==> src/rtl/ddawc_pkg.sv <==
// Shared types, constants and command codes of the DDA wall column caster.
`default_nettype none

package ddawc_pkg;

  // Default sizes handed to the top-level parameters.
  localparam int DEF_MAP_SIZE  = 64;
  localparam int DEF_TEX_SIZE  = 64;
  localparam int DEF_MAX_STEPS = 128;

  // Field widths of the channels.
  localparam int COL_W   = 10;
  localparam int CELL_W  = 6;
  localparam int VAL_W   = 4;
  localparam int CFG_IDX_W = 3;
  localparam int CFG_DAT_W = 16;

  // Configuration register indexes.
  localparam logic [CFG_IDX_W-1:0] REG_POS_X   = 3'd0;
  localparam logic [CFG_IDX_W-1:0] REG_POS_Y   = 3'd1;
  localparam logic [CFG_IDX_W-1:0] REG_DIR_X   = 3'd2;
  localparam logic [CFG_IDX_W-1:0] REG_DIR_Y   = 3'd3;
  localparam logic [CFG_IDX_W-1:0] REG_PLANE_X = 3'd4;
  localparam logic [CFG_IDX_W-1:0] REG_PLANE_Y = 3'd5;
  localparam logic [CFG_IDX_W-1:0] REG_WIDTH   = 3'd6;
  localparam logic [CFG_IDX_W-1:0] REG_HEIGHT  = 3'd7;

  // Input operation codes.
  localparam logic OP_WRITE = 1'b0;
  localparam logic OP_CAST  = 1'b1;

  // Datapath commands issued by the controller.
  typedef enum logic [4:0] {
    CMD_NOP, CMD_CLEAR, CMD_WRITE, CMD_LOAD,
    CMD_CAM_DIV, CMD_CAM_CAP, CMD_RX_MUL, CMD_RY_MUL, CMD_RY_CAP,
    CMD_DX_DIV, CMD_DX_CAP, CMD_DY_DIV, CMD_DY_CAP, CMD_INIT,
    CMD_SX_MUL, CMD_SY_MUL, CMD_SY_CAP, CMD_STEP, CMD_CHECK, CMD_PERP,
    CMD_LH_DIV, CMD_LH_CAP, CMD_TEX_MUL, CMD_TS_DIV, CMD_TS_CAP,
    CMD_TP_MUL, CMD_TP_CAP, CMD_OUT
  } ddawc_cmd_e;

  // Controller states.
  typedef enum logic [4:0] {
    ST_CLEAR, ST_IDLE, ST_CAM_DIV, ST_CAM_WAIT, ST_RX_MUL, ST_RY_MUL, ST_RY_CAP,
    ST_DX_DIV, ST_DX_WAIT, ST_DY_DIV, ST_DY_WAIT, ST_INIT, ST_SX_MUL, ST_SY_MUL,
    ST_SY_CAP, ST_STEP, ST_CHECK, ST_PERP, ST_LH_DIV, ST_LH_WAIT, ST_TEX_MUL,
    ST_TS_DIV, ST_TS_WAIT, ST_TP_MUL, ST_TP_CAP, ST_DONE
  } ddawc_state_e;

  // Status returned from the datapath to the controller.
  typedef struct packed {
    logic op_cast;
    logic clear_last;
    logic div_done;
    logic start_oob;
    logic walk_oob;
    logic cell_hit;
    logic steps_done;
  } ddawc_status_t;

  // One result transaction.
  typedef struct packed {
    logic [COL_W-1:0] out_column;
    logic             hit_found;
    logic             hit_side;
    logic [15:0]      wall_distance;
    logic [15:0]      line_height;
    logic [9:0]       draw_start;
    logic [9:0]       draw_end;
    logic [3:0]       texture_index;
    logic [5:0]       texture_column;
    logic [21:0]      tex_step;
    logic [21:0]      tex_start;
  } ddawc_result_t;

endpackage

`default_nettype wire

==> src/rtl/ddawc_ctrl.sv <==
// Controller state machine: sequences the map clear, cell writes and casts.
`default_nettype none

module ddawc_ctrl import ddawc_pkg::*; (
  input  logic          clk_i,
  input  logic          rst_ni,
  input  logic          in_valid_i,
  output logic          in_ready_o,
  output logic          out_valid_o,
  input  logic          out_ready_i,
  input  ddawc_status_t status_i,
  output ddawc_cmd_e    cmd_o
);

  ddawc_state_e state_q, state_d;
  logic         out_valid_q, out_valid_d;

  // State and output-valid registers.
  always_ff @(posedge clk_i or negedge rst_ni) begin
    if (!rst_ni) begin
      state_q     <= ST_CLEAR;
      out_valid_q <= 1'b0;
    end else begin
      state_q     <= state_d;
      out_valid_q <= out_valid_d;
    end
  end

  // Next state and commands.
  always_comb begin
    state_d     = state_q;
    cmd_o       = CMD_NOP;
    in_ready_o  = 1'b0;
    out_valid_d = out_valid_q && !out_ready_i;
    case (state_q)
      ST_CLEAR: begin
        cmd_o = CMD_CLEAR;
        if (status_i.clear_last) state_d = ST_IDLE;
      end
      ST_IDLE: begin
        in_ready_o = 1'b1;
        if (in_valid_i) begin
          if (status_i.op_cast) begin
            cmd_o   = CMD_LOAD;
            state_d = ST_CAM_DIV;
          end else begin
            cmd_o = CMD_WRITE;
          end
        end
      end
      ST_CAM_DIV: begin
        cmd_o   = CMD_CAM_DIV;
        state_d = ST_CAM_WAIT;
      end
      ST_CAM_WAIT: begin
        if (status_i.div_done) begin
          cmd_o   = CMD_CAM_CAP;
          state_d = ST_RX_MUL;
        end
      end
      ST_RX_MUL: begin
        cmd_o   = CMD_RX_MUL;
        state_d = ST_RY_MUL;
      end
      ST_RY_MUL: begin
        cmd_o   = CMD_RY_MUL;
        state_d = ST_RY_CAP;
      end
      ST_RY_CAP: begin
        cmd_o   = CMD_RY_CAP;
        state_d = ST_DX_DIV;
      end
      ST_DX_DIV: begin
        cmd_o   = CMD_DX_DIV;
        state_d = ST_DX_WAIT;
      end
      ST_DX_WAIT: begin
        if (status_i.div_done) begin
          cmd_o   = CMD_DX_CAP;
          state_d = ST_DY_DIV;
        end
      end
      ST_DY_DIV: begin
        cmd_o   = CMD_DY_DIV;
        state_d = ST_DY_WAIT;
      end
      ST_DY_WAIT: begin
        if (status_i.div_done) begin
          cmd_o   = CMD_DY_CAP;
          state_d = ST_INIT;
        end
      end
      ST_INIT: begin
        cmd_o   = CMD_INIT;
        state_d = status_i.start_oob ? ST_DONE : ST_SX_MUL;
      end
      ST_SX_MUL: begin
        cmd_o   = CMD_SX_MUL;
        state_d = ST_SY_MUL;
      end
      ST_SY_MUL: begin
        cmd_o   = CMD_SY_MUL;
        state_d = ST_SY_CAP;
      end
      ST_SY_CAP: begin
        cmd_o   = CMD_SY_CAP;
        state_d = ST_STEP;
      end
      ST_STEP: begin
        cmd_o   = CMD_STEP;
        state_d = ST_CHECK;
      end
      ST_CHECK: begin
        cmd_o = CMD_CHECK;
        if (status_i.walk_oob) begin
          state_d = ST_DONE;
        end else if (status_i.cell_hit) begin
          state_d = ST_PERP;
        end else if (status_i.steps_done) begin
          state_d = ST_DONE;
        end else begin
          state_d = ST_STEP;
        end
      end
      ST_PERP: begin
        cmd_o   = CMD_PERP;
        state_d = ST_LH_DIV;
      end
      ST_LH_DIV: begin
        cmd_o   = CMD_LH_DIV;
        state_d = ST_LH_WAIT;
      end
      ST_LH_WAIT: begin
        if (status_i.div_done) begin
          cmd_o   = CMD_LH_CAP;
          state_d = ST_TEX_MUL;
        end
      end
      ST_TEX_MUL: begin
        cmd_o   = CMD_TEX_MUL;
        state_d = ST_TS_DIV;
      end
      ST_TS_DIV: begin
        cmd_o   = CMD_TS_DIV;
        state_d = ST_TS_WAIT;
      end
      ST_TS_WAIT: begin
        if (status_i.div_done) begin
          cmd_o   = CMD_TS_CAP;
          state_d = ST_TP_MUL;
        end
      end
      ST_TP_MUL: begin
        cmd_o   = CMD_TP_MUL;
        state_d = ST_TP_CAP;
      end
      ST_TP_CAP: begin
        cmd_o   = CMD_TP_CAP;
        state_d = ST_DONE;
      end
      ST_DONE: begin
        if (!out_valid_q || out_ready_i) begin
          cmd_o       = CMD_OUT;
          out_valid_d = 1'b1;
          state_d     = ST_IDLE;
        end
      end
      default: state_d = ST_IDLE;
    endcase
  end

  assign out_valid_o = out_valid_q;

`ifndef NO_ASSERTIONS
  // A finished cast with a free output register returns to idle at once.
  assert property (@(posedge clk_i) disable iff (!rst_ni)
    (state_q == ST_DONE && !out_valid_q) |=> (state_q == ST_IDLE && out_valid_q))
    else $error("finished cast not delivered");
`endif

endmodule

`default_nettype wire

==> config.mk <==
export PLATFORM = sky130hd
export DESIGN_NAME = ddawc_ctrl
export DESIGN_NICKNAME = d
export VERILOG_FILES = /design/src/rtl/ddawc_pkg.sv /design/src/rtl/ddawc_ctrl.sv
export SDC_FILE = /design/constraint.sdc
export NUM_CORES = 1
export LEC_CHECK = 0
export BUFFER_PORTS_ARGS = -buffer_cell sky130_fd_sc_hd__buf_2
export CAP_MARGIN = 20
export CELL_PAD_IN_SITES_DETAIL_PLACEMENT = 1
export CELL_PAD_IN_SITES_GLOBAL_PLACEMENT = 1
export CORE_UTILIZATION = 40
export CTS_BUF_LIST = sky130_fd_sc_hd__clkbuf_4 sky130_fd_sc_hd__clkbuf_8 sky130_fd_sc_hd__clkbuf_16
export DETAILED_ROUTE_END_ITERATION = 12
export GPL_TIMING_DRIVEN = 0
export PLACE_DENSITY_LB_ADDON = 0.2
export SYNTH_ARGS = -nofsm -noshare
export SYNTH_HDL_FRONTEND = slang
export SYNTH_SLANG_ARGS = --single-unit
==> constraint.sdc <==
create_clock -name clk_i -period 2.5 [get_ports clk_i]
set_input_delay 0.25 -clock clk_i [delete_from_list [all_inputs] [get_ports clk_i]]
set_output_delay 0.25 -clock clk_i [all_outputs]
set_load 0.01 [all_outputs]
# After elaboration in Yosys (flattened, before gate mapping)
# Index checks and enable logic that the tools add are counted.
# word_totals
regBits	6
out_inout_bits	7
elab_cells	68
input_bits	11
# op_classes
eq_ne	34
muxes	26
n_reduce_logical	6
# op_table
op	n
$pmux W5 S26	2
$mux W5	16
$eq A5 B5 Y1 const B	10
$eq A5 B4 Y1 const B	8
$eq A5 B3 Y1 const B	4
$ne A2 B2 Y1 const B	9
$eq A5 B2 Y1 const B	2
$reduce_and A9 Y1	1
$mux W4	2
$eq A5 B1 Y1 const B	1
$logic_not A5 Y1	1
$mux W1	4
$mux W3	1
$logic_not A1 Y1	2
$mux W2	1
$logic_and A1 B1 Y1	1
$logic_or A1 B1 Y1	1

# Logic depth before layout (Yosys ltp)
# Gate-level depths: netlist (run 1).
# logic_depth
depth_word	4
ltp_mapped	6
mapped_depth_nobuf	5

# Worst setup path before layout (run 1)
# OpenSTA, ideal clock, no wires.
# synth_path
path_kind	register to output
startpoint	register state_q[0]
endpoint	output cmd_o[1]
required_time_ns	2.250
arrival_time_ns	1.477
path_stages_with_launch	6
n_path_buf	2
slack_ns	0.773
cell_sequence	dfrtp_1 buf_4 clkbuf_1 a2111oi_0 a21oi_1 o21ai_0
# synth_between
elab_chain_len	2
word_cells_on_any_way	27
classes_between	eq/ne: 25; mux: 1; reduce/logical: 1
# synth_lines
element	line	source
start, declared	ddawc_ctrl.sv:15	ddawc_state_e state_q, state_d;
start signal, assigned	ddawc_ctrl.sv:24	state_q <= state_d;
$eq A5 B5 Y1, or another cell as far along	ddawc_ctrl.sv:35	case (state_q)
$pmux W5 S26 (*)	ddawc_ctrl.sv:35	
end, declared	ddawc_ctrl.sv:12	output ddawc_cmd_e cmd_o
# Every way passes the cells marked *; elsewhere a longest branch is shown, timed or not.

# Worst setup path in the final report (run 1)
# layout_path
startpoint	register state_q[4]
endpoint	output cmd_o[3]
# The elaborated chain is that of the path after synthesis.

==> results.py, run 1 <==
metrics = {
    "outcome": {
        "outcome": "completed",
    },
    "floorplanning": {
        "die_x_um": 45.8,
        "boundaryPins": 18,
        "dieArea_sq_um": 2100,
        "start_util_pct": 43.5,
        "chipHeight_um": 45.8,
        "floorplan.rows": 15,
        "placeableCoreArea_sq_um": 1760,
    },
    "job": {
        "cap_violations": 0,
    },
    "yosys": {
        "synth_top_flop_cell": "sky130_fd_sc_hd__dfrtp_1",
        "synthesis.instances": 105,
        "avgSynthCellArea_sq_um": 7.32,
        "syn_area_sq_um": 768,
        "ys_ff_latch": 6,
        "synthesis.yosys.warnings": 0,
        "synthArstFlopShare_pct": 100,
        "post_synth_num_cell_types": 44,
        "synth_edf_count": 0,
        "net_count_after_synthesis": 116,
        "synth_sequential_area_ratio_pct": 19.5,
    },
    "detailed_routing": {
        "met2WireLength_mm": 1.22,
        "vias_per_cell": 5.95,
        "final_routed_wirelength_across_all_metal_layers_mm": 2.46,
        "postRouteAntennaNets": 0,
        "detailedRoute.firstPassIterationCount": 4,
        "total_length_of_routed_met3_wires_um": 100,
        "drc": 0,
        "top_layer_used": "met4",
        "wirelength_met1_mm": 1.12,
        "routed_wire_length_per_instance_um": 16.3,
        "routed-via-count": 898,
        "drt_iter0_markers": 16,
    },
    "timing": {
        "totalNegativeSetupSlack_ps": 0,
        "timing.slew.headroom_pct": 68.6,
        "rsz_0062_raised_after_global_routing": "false",
        "layout_worst_path_cycle_share_pct": 92.2,
        "fin_crit_ps": 2310,
        "slew_violations": 0,
        "report.final.setup_viol": 0,
        "worst_pin_slew_ps": 471,
        "finalClockSkew_ps": 4.98,
        "fin_ws_ps": 195,
        "fmax_ghz": 0.434,
        "hold-worst-slack_ps": 362,
        "finalHoldViolCount": 0,
    },
    "power": {
        "powerDensity_nw_per_um2": 1410,
        "power.switching_uw": 684,
        "power_switching_share_pct": 52.9,
        "comb_power_share_pct": 77.7,
        "cellInternalPower_uw": 610,
        "leakage_nw": 0.388,
        "clock_power_share_pct": 6.7,
        "vdd.ir_drop.worst_uv": 818,
        "p_seq_share_pct": 15.6,
    },
    "clocking": {
        "max-clock-path-buffers": 2,
        "cts_root_buf": "sky130_fd_sc_hd__clkbuf_4",
        "tritoncts_clock_tree": "done",
        "post_cts_resized": 0,
        "ctsHtreeMaxLevel": 1,
        "clock_sink_count": 6,
        "clk_transition_reported_paths_ps": 50,
        "insertion_delay_ps": 240,
        "cts_buffers": 3,
    },
    "worst_setup_path": {
        "crit_path_max_incr_delay_ps": 480,
        "worst-path-buf-inv": 3,
        "critical_path.endpoint_type": "output port",
        "rrSetupSlack_ps": 610,
        "worst_path_max_delay_cell": "sky130_fd_sc_hd__dfrtp_1",
        "most_prevalent_standard_cell_on_the_critical_path": "sky130_fd_sc_hd__clkbuf_1",
        "worst-endpoint-arrival_ps": 2060,
        "start_kind": "register",
        "critical_path.startpoint": "state_q[4]$_DFFE_PN0P_",
        "worstReg2RegStart": "state_q[4]$_DFFE_PN0P_",
        "crit_path_max_fanout": 10,
        "crit_required_ps": 2250,
        "cpLargestDelayFamily": "buffers and inverters",
        "critical_path.cell_chain": "clkbuf_1, clkbuf_1, o21ai_0, a22o_1, buf_2",
        "critical_path_class": "reg -> out",
    },
    "layout": {
        "final_core_utilization_pct": 52.0,
        "num-nets-final": 139,
        "flow.area_growth_from_synthesis_pct": 19.4,
        "antennaDiodeCount": 0,
        "drive_above_1_share_pct": 23.0,
    },
    "global_routing": {
        "pin_count_of_the_biggest_net_entering_global_routing": 11,
        "first_global_vias": 883,
        "grt.total_usage_pct": 26.5,
        "grt.overflow.total": 0,
        "grt_first_pass_wirelength_mm": 4.01,
        "antenna_found_initial": 0,
    },
    "placement": {
        "dp_worst_setup_slack_ps": 483,
        "post-dp-hpwl_mm": 1.76,
        "gpl.final_weighted_congestion": 0.840,
        "count_of_buffers_from_port_buffering": 17,
    },
    "worst_hold_path": {
        "hold_class": "in -> async",
    },
}
## cell usage in the layout, fill, tap and decap left out, types with 2 or more instances in the layout
cell type / n
sky130_fd_sc_hd__a21o_1: 2
sky130_fd_sc_hd__a21oi_1: 8
sky130_fd_sc_hd__and2_1: 2
sky130_fd_sc_hd__buf_2: 19
sky130_fd_sc_hd__clkbuf_1: 6
sky130_fd_sc_hd__clkbuf_4: 3
sky130_fd_sc_hd__dfrtp_1: 6
sky130_fd_sc_hd__inv_1: 6
sky130_fd_sc_hd__nand2_1: 8
sky130_fd_sc_hd__nand2b_1: 3
sky130_fd_sc_hd__nand3_1: 2
sky130_fd_sc_hd__nor2_1: 6
sky130_fd_sc_hd__nor2b_1: 2
sky130_fd_sc_hd__nor3_1: 5
sky130_fd_sc_hd__nor4_1: 2
sky130_fd_sc_hd__o21ai_0: 14
sky130_fd_sc_hd__o311ai_0: 2
sky130_fd_sc_hd__o31ai_1: 2
## sequential cells by signal (all words and copies together), names as in the netlist
register and cells:
state_q 5, out_valid_o 1
## metrics by stage
step	std cells	total power, mW	instance area, sq um
finish	151	1.29	917
global route	151	1.42	917
CTS	151	1.29	917
detailed placement	147	1.20	885
global placement	147	1.17	885
floorplan	105	0.926	768
## synthesized netlist by cell type, drive strengths merged, types with 2 or more instances
cell,number,area [sq um]
o21ai,15,75.1
clkbuf,6,22.5
o31ai,2,15.0
o221ai,2,35.0
nor4,2,12.5
nor3,5,25.0
nor2b,2,12.5
nand2,8,30.0
dfrtp,6,150
a21oi,8,40.0
buf,4,28.8
o311ai,2,17.5
nor2,6,22.5
inv,6,22.5
nand2b,4,32.5
a21o,2,15.0
or3,2,17.5
and2,2,12.5
nand3,2,10.0
## timing repair
item	in CTS	in global routing
endpoints found under the hold margin	6	0
hold buffers	1	0
setup buffers	0	0
## power groups by stage
stage	sequential, mW	clock [mW]	combinational (mW)
2_1_floorplan	0.185	0	0.740
3_3_place_gp	0.197	0	0.972
3_5_place_dp	0.201	0	0.997
4_1_cts	0.202	0.0895	1.00
5_1_grt	0.209	0.0940	1.11
6_report	0.202	0.0861	1.01
## layout make-up
type	count	area (sq um)
buffer	10	51.3
clock buffer	3	22.5
fill	254	847
inverter	6	22.5
multi-input combinational	83	544
sequential	6	150
tap	25	31.3
timing repair buffer	18	95.1
## path summary, 6_finish.rpt
path                                                to  depth (start not counted)
worst max register to register  state_q[3]$_DFFE_PN0P_                          5
worst max-delay path                          cmd_o[3]                          5
max in group asynchronous       state_q[4]$_DFFE_PN0P_                          2
min in group clk_i              state_q[3]$_DFFE_PN0P_                          3
worst min-delay path             out_valid_o$_DFF_PN0_                          2
worst min register to register   out_valid_o$_DFF_PN0_                          2
## metal layers
| layer | vias up | global-route usage [%] |
|---|---|---|
| met5 | - | 0 |
| met4 | 0 | 3.53 |
| met3 | 2 | 5.16 |
| met2 | 24 | 46.0 |
| met1 | 432 | 34.6 |
| li1 | 440 | - |
## logic make-up after synthesis
| logic type | share of synthesized area, % |
|---|---|
| compound gates | 42.2 |
| buf+inv | 9.61 |
| flops | 19.5 |
| mux | 1.47 |
| simple gates | 27.2 |
Power figures use the tool's default switching activity.
==> run 2, diff against run 1 <==
Settings changed: CELL_PAD_IN_SITES_DETAIL_PLACEMENT 1 to 0, CELL_PAD_IN_SITES_GLOBAL_PLACEMENT 1 to 2, CORE_UTILIZATION 40 to 31, PLACE_DENSITY set to 0.94, PLACE_DENSITY_LB_ADDON 0.2 to unset.
==> run 2 against run 1 <==
Compared with the run above:
- clock skew increased by 1.8 ps
- worst hold slack got worse by 7.4 ps
- largest power group unchanged
- critical path depth unchanged
- die area increased by 28%
- total power decreased by 1.1%
- register-to-register slack improved by 30 ps
- final cell count increased by 2.0%
- combinational power about the same
- non-clock buffer count unchanged
- global-route usage decreased by 7.5 points
- sequential share of layout area decreased by 0.067 points
==> results.py, run 2 (same netlist as run 1, synthesis figures left out) <==
metrics = {
    "global_routing": {
        "grt_first_pass_wirelength_mm": 3.74,
        "grt.overflow.total": 0,
        "first_global_vias": 851,
        "antenna_found_initial": 0,
        "grt.total_usage_pct": 19.1,
        "pin_count_of_the_biggest_net_entering_global_routing": 11,
    },
    "floorplanning": {
        "start_util_pct": 33.8,
        "placeableCoreArea_sq_um": 2280,
        "floorplan.rows": 17,
        "die_x_um": 51.8,
        "dieArea_sq_um": 2680,
        "boundaryPins": 18,
        "chipHeight_um": 51.8,
    },
    "worst_setup_path": {
        "cpLargestDelayFamily": "buffers and inverters",
        "critical_path.cell_chain": "clkbuf_1, clkbuf_1, o21ai_0, a22o_1, buf_2",
        "worstReg2RegStart": "state_q[4]$_DFFE_PN0P_",
        "timing.reg2reg.worst_path_depth": 5,
        "rrSetupSlack_ps": 640,
        "critical_path.endpoint_type": "output port",
        "crit_path_max_fanout": 10,
        "crit_required_ps": 2250,
        "worstReg2RegEnd": "state_q[3]$_DFFE_PN0P_",
        "most_prevalent_standard_cell_on_the_critical_path": "sky130_fd_sc_hd__clkbuf_1",
        "critical_path_class": "reg -> out",
        "critical_path.startpoint": "state_q[4]$_DFFE_PN0P_",
        "worst-path-buf-inv": 3,
        "start_kind": "register",
        "worst-path-stages": 5,
        "worst_path_max_delay_cell": "sky130_fd_sc_hd__dfrtp_1",
        "crit_path_max_incr_delay_ps": 470,
        "worst-endpoint-arrival_ps": 2000,
        "worst_setup_ep": "cmd_o[3]",
    },
    "detailed_routing": {
        "routed_wire_length_per_instance_um": 14.4,
        "routed-via-count": 889,
        "postRouteAntennaNets": 0,
        "final_routed_wirelength_across_all_metal_layers_mm": 2.22,
        "detailedRoute.firstPassIterationCount": 4,
        "vias_per_cell": 5.77,
        "drt_iter0_markers": 19,
        "drc": 0,
    },
    "power": {
        "cellInternalPower_uw": 610,
        "power.switching_uw": 669,
        "leakage_nw": 0.388,
        "p_seq_share_pct": 15.7,
        "power.total_mw": 1.28,
        "clock_power_share_pct": 6.7,
        "vdd.ir_drop.worst_uv": 613,
        "power_switching_share_pct": 52.3,
        "powerDensity_nw_per_um2": 1390,
        "comb_power_share_pct": 77.6,
    },
    "layout": {
        "largest_register": "state_q",
        "mostFrequentLayoutCells": "sky130_fd_sc_hd__buf_2 (19), sky130_fd_sc_hd__o21ai_0 (14), sky130_fd_sc_hd__nand2_1 (8), sky130_fd_sc_hd__a21oi_1 (8)",
        "flow.area_growth_from_synthesis_pct": 19.9,
        "antennaDiodeCount": 0,
        "num-nets-final": 139,
        "ff_latch_area_sq_um": 150,
        "layout.filler_cells": 243,
        "multi_input_area_sq_um": 544,
        "layout_commonest_cell": "sky130_fd_sc_hd__buf_2",
        "largest_register_ffs": 5,
        "drive_above_1_share_pct": 23.0,
    },
    "clocking": {
        "clock_sink_count": 6,
        "max-clock-path-buffers": 2,
        "cts_buffers": 3,
        "clk_transition_reported_paths_ps": 40,
        "cts_root_buf": "sky130_fd_sc_hd__clkbuf_4",
        "post_cts_resized": 0,
        "ctsHtreeMaxLevel": 1,
        "insertion_delay_ps": 240,
        "tritoncts_clock_tree": "done",
    },
    "timing": {
        "finalHoldViolCount": 0,
        "totalNegativeSetupSlack_ps": 0,
        "fmax_ghz": 0.445,
        "fin_crit_ps": 2250,
        "timing.slew.headroom_pct": 68.9,
        "worst_pin_slew_ps": 466,
        "slew_violations": 0,
        "rsz_0062_raised_after_global_routing": "false",
        "report.final.setup_viol": 0,
        "finalClockSkew_ps": 6.80,
        "layout_worst_path_cycle_share_pct": 89.9,
    },
    "placement": {
        "gpl.final_weighted_congestion": 0.816,
        "post-dp-hpwl_mm": 1.65,
        "count_of_buffers_from_port_buffering": 17,
    },
    "job": {
        "cap_violations": 0,
    },
    "worst_hold_path": {
        "hold_class": "in -> async",
    },
    "outcome": {
        "outcome": "completed",
    },
}
[run 2: cell counts in the layout (fill, tap and decap cells not counted)]
Identical to the previous run, type by type.
[run 2: how the worst min path moves through the flow]
stage          slack, ps    from                endpoint
2_1_floorplan        -50  rst_ni   out_valid_o$_DFF_PN0_
4_1_cts              350  rst_ni  state_q[2]$_DFFE_PN0P_
3_3_place_gp          70  rst_ni  state_q[1]$_DFFE_PN0P_
6_report             350  rst_ni  state_q[2]$_DFFE_PN0P_
3_5_place_dp          80  rst_ni  state_q[3]$_DFFE_PN0P_
5_1_grt              360  rst_ni   out_valid_o$_DFF_PN0_
[run 2: cell type report]
class / count / area share (%)
Buffer: 10 / 5.57
Tap cell: 28 / 3.80
Timing Repair Buffer: 18 / 10.3
Sequential cell: 6 / 16.3
Multi-Input combinational cell: 83 / 59.1
Inverter: 6 / 2.45
Clock buffer: 3 / 2.45
[run 2: metrics by stage]
step           cell area [sq um]  setup slack (ps)  utilization [%]  instances  hold slack [ps]
2_1_floorplan                768               773                -        105            -45.6
3_3_place_gp                 888               505             39.0        150             74.6
3_5_place_dp                 888               529             39.0        150             76.3
4_1_cts                      921               271             40.5        154              350
5_1_grt                      921              77.3             40.5        154              358
6_report                     921               253             40.5        154              354
[run 2: power groups by stage]
stage,combinational (mW),sequential [mW],clock (mW)
2_1_floorplan,0.740,0.185,0
3_3_place_gp,0.984,0.199,0
3_5_place_dp,0.987,0.200,0
4_1_cts,0.991,0.199,0.0894
5_1_grt,1.11,0.207,0.0996
6_report,0.993,0.200,0.0860
[run 2: routing by layer]
metal,vias up,global-route usage [%],routed length (um),part of all wire (%)
met5,-,0,0,0
met3,8,4.09,111,5.0
met4,0,7.66,26,1.2
li1,441,-,-,-
met1,413,23.2,1030,46
met2,27,32.3,1050,47
[run 2: repair_timing]
| item | in CTS | in global routing |
|---|---|---|
| hold endpoints to repair | 6 | 0 |
| buffers inserted | 0 | 0 |
| hold buffers | 1 | 0 |
